===== config.mk =====
export PLATFORM = sky130hd
export DESIGN_NAME = bpp_div
export DESIGN_NICKNAME = d
export VERILOG_FILES = /design/src/bpp_div.sv
export SDC_FILE = /design/constraint.sdc
export NUM_CORES = 1
export LEC_CHECK = 0
export BUFFER_PORTS_ARGS = -buffer_cell sky130_fd_sc_hd__buf_4
export CAP_MARGIN = 15
export CORE_MARGIN = 2
export CORE_UTILIZATION = 44
export CTS_BUF_LIST = sky130_fd_sc_hd__clkbuf_8 sky130_fd_sc_hd__clkbuf_16
export DETAILED_ROUTE_END_ITERATION = 8
export PLACE_DENSITY_LB_ADDON = 0.15
export SLEW_MARGIN = 10
export SYNTH_ARGS = -nofsm -noshare
export SYNTH_HDL_FRONTEND = slang
export SYNTH_SLANG_ARGS = --single-unit
export TNS_END_PERCENT = 100

===== constraint.sdc =====
create_clock -name clk -period 2.95 [get_ports clk]
set_input_delay 0.1475 -clock clk [delete_from_list [all_inputs] [get_ports clk]]
set_output_delay 0.1475 -clock clk [all_outputs]
set_load 0.05 [all_outputs]

===== src/bpp_div.sv =====
// Restoring divider, one quotient bit a cycle, computing 2^49 / den.
// No dependencies.
module bpp_div (
	input  logic        clk,
	input  logic        arst_n,
	input  logic        start,
	input  logic [48:0] den,
	output logic        done,
	output logic [49:0] quo
);
	logic [49:0] rem_q;
	logic [48:0] den_q;
	logic [5:0]  cnt_q;
	logic        busy_q;
	logic [50:0] trial;

	assign trial = {rem_q, (cnt_q == 6'd49)} - {2'd0, den_q};

	always_ff @(posedge clk or negedge arst_n) begin
		if (!arst_n) begin
			busy_q <= 1'b0;
			done <= 1'b0;
			cnt_q <= 6'd0;
		end else begin
			done <= 1'b0;
			if (start) begin
				busy_q <= 1'b1;
				cnt_q <= 6'd49;
			end else if (busy_q) begin
				if (cnt_q == 6'd0) begin
					busy_q <= 1'b0;
					done <= 1'b1;
				end else cnt_q <= cnt_q - 6'd1;
			end
		end
	end

	always_ff @(posedge clk) begin
		if (start) begin
			rem_q <= '0;
			den_q <= den;
			quo <= '0;
		end else if (busy_q) begin
			if (!trial[50]) begin
				rem_q <= trial[49:0];
				quo <= {quo[48:0], 1'b1};
			end else begin
				rem_q <= {rem_q[48:0], (cnt_q == 6'd49)};
				quo <= {quo[48:0], 1'b0};
			end
		end
	end
endmodule


==> results.toml, run 1 <==
[placed_design]
place_congestion = 0.889
portBuffers = 102
dp_cells = 1413
hpwlAfterDp_um = 15300

[grt]
grt_util_met1 = 0.274
grt_max_degree = 81
met2_usage = 0.354
grt_overflow = 0
gr-usage-met3 = 0.0453
grt_use_total = 0.211
antenna_found_initial = 0
first_global_vias = 7755
grt_pass1_wl_um = 37100
grt.busiest_layer = "met2"

[worst_setup_path]
setup.worst_path.start = "cnt_q[1]$_DFFE_PN0P_"
critPathBufInv = 18
setup.worst_path.class = "register to register"
slowest_stage = "dfrtp_1"
critical_path.top_delay_family = "buffers and inverters"
r2r_start = "cnt_q[1]$_DFFE_PN0P_"
cp-start-kind = "register"
crit_chain = "inv_2 > ha_2 > nand4_1 > buf_4 > buf_4 > buf_4 > buf_4 > buf_6 > buf_4 > buf_4 > buf_6 > buf_4 > buf_4 > buf_4 > buf_4 > buf_4 > buf_4 > buf_6 > buf_6 > buf_6 > mux2_4 > a211oi_2"
critPathMaxStageDelay_ns = 0.39
crit_end = "rem_q[0]$_SDFFE_PP0P_"
regToRegSetupSlack_ns = -0.35
reg2reg_depth = 22
r2r-end = "rem_q[0]$_SDFFE_PP0P_"
cpMostUsedCell = "buf_4"
worstPathRequired_ns = 3.29
cp-end-kind = "register"
path_max_fanout = 2
cp.arrival_ns = 3.64
cp_num_cells = 22

[clocking]
cts_sinks = 157
cts-root-buf = "clkbuf_16"
worstSkewPairLatency_ns = 0.44
clk_pin_slew_ns = 0.07
numCtsBuffers = 17
cts_tree = "built"
htree_num_levels = 4
clockBufferDepth = 2

[floorplan]
core_area_um2 = 19700
die_w_um = 146
die_h_um = 146
num_rows = 51
initial_utilization = 0.452
pin_count = 103
die_area_um2 = 21400

[synth]
synth.area.top_cells = "dfxtp_1, edfxtp_1, mux2i_1, ha_1, nor2_1"
ys.warnings.count = 0
syn-num-nets = 1067
postSynthCellCount = 962
synth_top_area_share = 0.225
synthesis.area_um2 = 8890
synth_seq_cells = 157
yosysSeqAreaShare = 0.413
ys.flop_type = "dfxtp_1"
ys_types = 74
synth_edf_count = 49
synth_area_per_cell_um2 = 9.24
yosys.area.top_type = "dfxtp_1"
async_flop_share = 0.0510

[layout]
multi_input_area_um2 = 4960
fin_cells = 1535
layout.nets = 1362
drive_above_1_share = 0.288
diodes = 0
seq_area_um2 = 3680
fill_cells = 1697
syn_to_final_growth_pct = 40.7

[timing]
whs_ns = 0.0741
setup_viol = 52
fmax_mhz = 303
hold_viol = 0
finalCriticalPeriod_ns = 3.30
finalWorstSetupSlack_ns = -0.353
slew_viol_final = 0
fin_crit_sh = 1.12
rsz0062_at_grt = "true"
tightest_slew_ns = 0.965
clock-skew-final_ns = 0.0101
relSlewSlack = 0.356

[detailed_routing]
wl_per_cell_um = 14.7
vias_per_cell = 5.18
drc_errors = 0
vias = 7950
first_pass_iters = 5
drt_iter0_markers = 516
wirelength_um = 22600
antenna_left = 0

[power]
ir_drop_v = 0.000396
p_per_area_nw_per_um2 = 822
leakage_uw = 0.00594

[job]
max-cap-violations = 0

[worst_hold_path]
hold_class = "input pin to async pin"

[run_status]
outcome = "complete, but fails checks"
violations = "setup timing"
==> report_power, final <==
part	internal, µW	total [µW]	switching (µW)	leakage (µW)
Sequential	2560	2810	245	0.00138
Clock	1200	2240	1030	0.000299
Combinational	2680	5230	2550	0.00426
Total	6450	10300	3830	0.00594
==> stage by stage <==
step | setup TNS, ns | power (µW) | utilization | setup slack, ns | cell area, µm²
after detailed placement | -16.40 | 7300 | 0.549 | -0.411 | 10800
after floorplan | -8.47 | 5740 | - | -0.217 | 8910
after global placement | -9.80 | 7260 | 0.549 | -0.266 | 10800
after global routing | -20.98 | 10900 | 0.636 | -0.473 | 12500
final | -12.02 | 10300 | 0.636 | -0.353 | 12500
after CTS | -9.22 | 10000 | 0.627 | -0.259 | 12300
==> metal layers <==
metal / routed length, µm / up-vias / part of all wire
met2: 10700 / 165 / 0.48
met3: 1020 / 34 / 0.045
met5: 0 / - / 0
met4: 415 / 0 / 0.018
met1: 10400 / 3730 / 0.46
li1: - / 4021 / -
==> worst reg2reg max path, delay by kind of cell, from the launching register on <==
family,cells,cell delay (ns)
AND/OR/NAND/NOR,1,0.10
buffers and inverters,18,2.10
multiplexers,1,0.26
AO/OA/AOI/OAI,1,0.22
flip-flops,1,0.39
adder cells (fa/ha/maj),1,0.15
==> cell usage after synthesis, types with 14 or more instances <==
cell type / number
a211oi_1: 44
a21o_1: 21
a21oi_1: 62
clkbuf_1: 31
dfxtp_1: 100
edfxtp_1: 49
ha_1: 52
inv_1: 67
mux2i_1: 82
nand2_1: 56
nand3_1: 15
nor2_1: 135
nor3_1: 14
o21ai_0: 19
xnor2_1: 32
xor2_1: 14
==> flip-flops by register name, indices dropped and copies added, names as in the netlist <==
signal and flops:
busy_q 1, cnt_q 6, den_q 49, done 1, quo 50, rem_q 50
==> logic make-up (layout without fill, tap and decap cells) <==
family                     count (synthesis)  in the layout  synth area share
and+or+nand+nor                          276            276             0.139
AOI/OAI and AO/OA                        233            233             0.179
xor gates and xnor gates                  46             46            0.0453
DFF                                      157            157             0.413
adders and majority gates                 53             53            0.0754
buffers and inverters                    114            422            0.0550
muxes                                     83             83            0.0936
==> worst min-delay path by stage <==
stage / cells after the start / slack [ns] / from / endpoint
after floorplan: 0 / -0.15 / arst_n / busy_q$_DFF_PN0_
after global placement: 1 / -0.02 / arst_n / done$_DFF_PN0_
after detailed placement: 1 / -0.03 / arst_n / done$_DFF_PN0_
after CTS: 2 / 0.07 / arst_n / cnt_q[2]$_DFFE_PN0P_
after global routing: 2 / 0.07 / arst_n / cnt_q[2]$_DFFE_PN0P_
final: 2 / 0.07 / arst_n / done$_DFF_PN0_
==> what timing repair did <==
item,4_1_cts,5_1_grt
hold buffers,50,0
endpoints found under the hold margin,57,0
buffers inserted,35,5
resized for setup,36,27
pin swaps,20,5
cloned,1,1
endpoints found under the setup margin,51,53
==> area by class of cell <==
type / count / area share
clock buffer: 19 / 0.0371
clock inverter: 13 / 0.0110
inverter: 67 / 0.0201
multi-input combinational: 691 / 0.396
sequential: 157 / 0.294
tap: 265 / 0.0265
timing repair buffer: 323 / 0.215
==> layout by cell type, fill, tap and decap left out, types with 5 or more instances in the layout <==
cell type and count:
ha_1 50, a21oi_1 57, nor2b_1 5, xor2_1 14
nand3_1 14, o21ai_0 14, dfxtp_1 100, dlygate4sd3_1 50
inv_8 5, o21a_1 10, a21o_1 21, inv_1 65
or3_1 5, nor2_1 134, nand4_1 13, clkbuf_16 19
a31oi_1 5, a21boi_0 5, buf_6 11, nand2_1 51
o21ai_2 7, xnor2_1 32, o21bai_1 6, nor3_1 14
and2_1 7, a211oi_2 9, dfrtp_1 7, and3_1 7
buf_4 255, o21ai_1 11, a211oi_1 37, edfxtp_1 49
mux2i_1 81
Note: power is estimated with default switching activity, not from simulation.
==> inputs of run 2 (changes only) <==
--- a/config.mk
+++ b/config.mk
@@ -5,8 +5,9 @@
 export SDC_FILE = /design/constraint.sdc
 export NUM_CORES = 1
 export LEC_CHECK = 0
+export ABC_AREA = 1
 export BUFFER_PORTS_ARGS = -buffer_cell sky130_fd_sc_hd__buf_4
-export CAP_MARGIN = 15
+export CAP_MARGIN = 5
 export CORE_MARGIN = 2
 export CORE_UTILIZATION = 44
 export CTS_BUF_LIST = sky130_fd_sc_hd__clkbuf_8 sky130_fd_sc_hd__clkbuf_16
==> results.toml, run 2 <==
[layout]
diodes = 0
syn_to_final_growth_pct = 22.6
fill_cells = 2291
final_common_cell = "nand2_1"
reg.largest.list = "quo: 50 flops, rem_q: 50 flops, den_q: 49 flops"
finalInstanceArea_um2 = 12200
seq_area_um2 = 3670
layout.nets = 1769
multi_input_area_um2 = 5040
drive_above_1_share = 0.104
final_cell_mix = "nand2_1, inv_1, buf_4"
fin_cells = 1962

[floorplan]
num_rows = 55
core_area_um2 = 22400
pin_count = 103
die_w_um = 154
die_area_um2 = 23800
die_h_um = 154
initial_utilization = 0.443

[timing]
relSlewSlack = 0.582
tightest_slew_ns = 0.628
hold_viol = 0
clock-skew-final_ns = 0.0150
whs_ns = 0.0649
slew_viol_final = 0
finalWorstSetupSlack_ns = 0.265
fmax_mhz = 372
finalCriticalPeriod_ns = 2.68
rsz0062_at_grt = "false"
fin_crit_sh = 0.910
finalSetupTns_ns = 0
setup_viol = 0

[clocking]
cts-root-buf = "clkbuf_16"
clk_pin_slew_ns = 0.08
numCtsBuffers = 17
cts_sinks = 157
cts_tree = "built"
cts_setup_buffers = 0
worstSkewPairLatency_ns = 0.44
htree_num_levels = 4
clockBufferDepth = 2

[detailed_routing]
antenna_left = 0
vias = 9579
wl_per_cell_um = 14.2
vias_per_cell = 4.88
drt_iter0_markers = 634
drc_errors = 0
first_pass_iters = 6
wirelength_um = 27900

[synth]
synth_edf_count = 49
yosys.area.top_type = "nand2_1"
async_flop_share = 0.0510
syn-num-nets = 1614
yosysSeqAreaShare = 0.369
synth_commonest_cells = "nand2_1, inv_1, dfxtp_1, nor2_1, nand3_1"
synth_most_common_cell = "nand2_1"
synthMuxAreaShare = 0
synth.area.top_cells = "nand2_1, dfxtp_1, edfxtp_1, inv_1, ha_1"
synth_simple_gate_area_share = 0.345
synth_top_family_by_area = "simple AND/OR/NAND/NOR gates"
ys.warnings.count = 0
synth_seq_cells = 157
synth_fa_ha_area_frac = 0.0674
ys.flop_type = "dfxtp_1"
synth_compound_area_frac = 0.0760
synthesis.area_um2 = 9940
synth_area_per_cell_um2 = 6.59
postSynthCellCount = 1509
ys_types = 37
synth_top_area_share = 0.217
synthXorXnorAreaFrac = 0.0150

[worst_setup_path]
r2r_start = "cnt_q[2]$_DFFE_PN0P_"
cp-start-kind = "register"
crit_end = "rem_q[47]$_SDFFE_PP0P_"
r2r-end = "rem_q[47]$_SDFFE_PP0P_"
setup.worst_path.start = "cnt_q[2]$_DFFE_PN0P_"
regToRegSetupSlack_ns = 0.27
cp-end-kind = "register"
path_max_fanout = 4
worstPathRequired_ns = 3.28
setup.worst_path.class = "register to register"
reg2reg_depth = 19
cp.arrival_ns = 3.02

[grt]
grt_max_degree = 52
first_global_vias = 9143
antenna_found_initial = 0
grt_use_total = 0.238
grt_pass1_wl_um = 45700
grt_overflow = 0

[run_status]
outcome = "finished, final reports clean"

[placed_design]
hpwlAfterDp_um = 21100
postPlaceCellArea_um2 = 11100
portBuffers = 102
dp_slack_ns = 0.138
place_congestion = 1.02
dp_cells = 1880

[power]
leakage_uw = 0.00640
p_per_area_nw_per_um2 = 442
ir_drop_v = 0.000346

[worst_hold_path]
hold_class = "input pin to async pin"

[job]
max-cap-violations = 0
[run 2: where the power goes]
part | switching, µW | total [µW] | internal, µW
logic | 422 | 721 | 299
clock network | 1120 | 2280 | 1160
registers | 58.8 | 2390 | 2330
[run 2: per-stage QoR]
step                      utilization  total power (µW)
after CTS                       0.542              5450
after detailed placement        0.493              3100
after global routing            0.543              5640
final                           0.543              5390
after global placement          0.493              3100
after floorplan                     -              2890
[run 2: what timing repair did]
| item | CTS | global route |
|---|---|---|
| endpoints found under the hold margin | 57 | 0 |
| gates resized for setup | 0 | 6 |
| endpoints found under the setup margin | 0 | 37 |
| hold buffers | 50 | 0 |
[run 2: routing by layer]
metal / up-vias / wire length, µm / part of all wire / global-route usage
met2: 232 / 12900 / 0.46 / 0.402
met3: 28 / 1450 / 0.052 / 0.0409
li1: 5007 / - / - / -
met4: 0 / 496 / 0.018 / 0.0683
met1: 4312 / 13100 / 0.47 / 0.316
met5: - / 0 / 0 / 0
[run 2: critical path: stages (launching register included)]
cell	delay (ns)
dfrtp_1	0.41
nor2_1	0.20
nand4_1	0.15
ha_1	0.21
inv_1	0.11
nand3_1	0.08
nand2_1	0.12
nand2_1	0.06
nand2_1	0.17
nand2_1	0.08
nand2_1	0.20
nand2_1	0.12
nand2_1	0.12
nand2_1	0.13
nand2_1	0.09
nand2_1	0.05
nand2_1	0.11
nand2_1	0.07
nand2_1	0.06
nand2_1	0.04
[run 2: final cells by class]
class	count	area share
multi-input combinational	1030	0.414
sequential	157	0.301
timing repair buffer	168	0.116
inverter	290	0.0893
clock buffer	17	0.0349
tap	285	0.0293
clock inverter	15	0.0155
[run 2: worst min path at each step]
stage | endpoint | depth (start not counted) | slack (ns) | start
after floorplan | busy_q$_DFF_PN0_ | 0 | -0.15 | arst_n
after global placement | done$_DFF_PN0_ | 1 | -0.03 | arst_n
after detailed placement | done$_DFF_PN0_ | 1 | -0.03 | arst_n
after CTS | done$_DFF_PN0_ | 2 | 0.05 | arst_n
after global routing | done$_DFF_PN0_ | 2 | 0.07 | arst_n
final | cnt_q[4]$_DFFE_PN0P_ | 2 | 0.06 | arst_n
[run 2: kinds of logic (layout without fill, tap and decap cells)]
| group | after synthesis | count (layout) |
|---|---|---|
| fa+ha+maj | 53 | 53 |
| compound gates | 131 | 131 |
| flops | 157 | 157 |
| xor+xnor | 17 | 17 |
| buf+inv | 322 | 490 |
| simple gates | 829 | 829 |
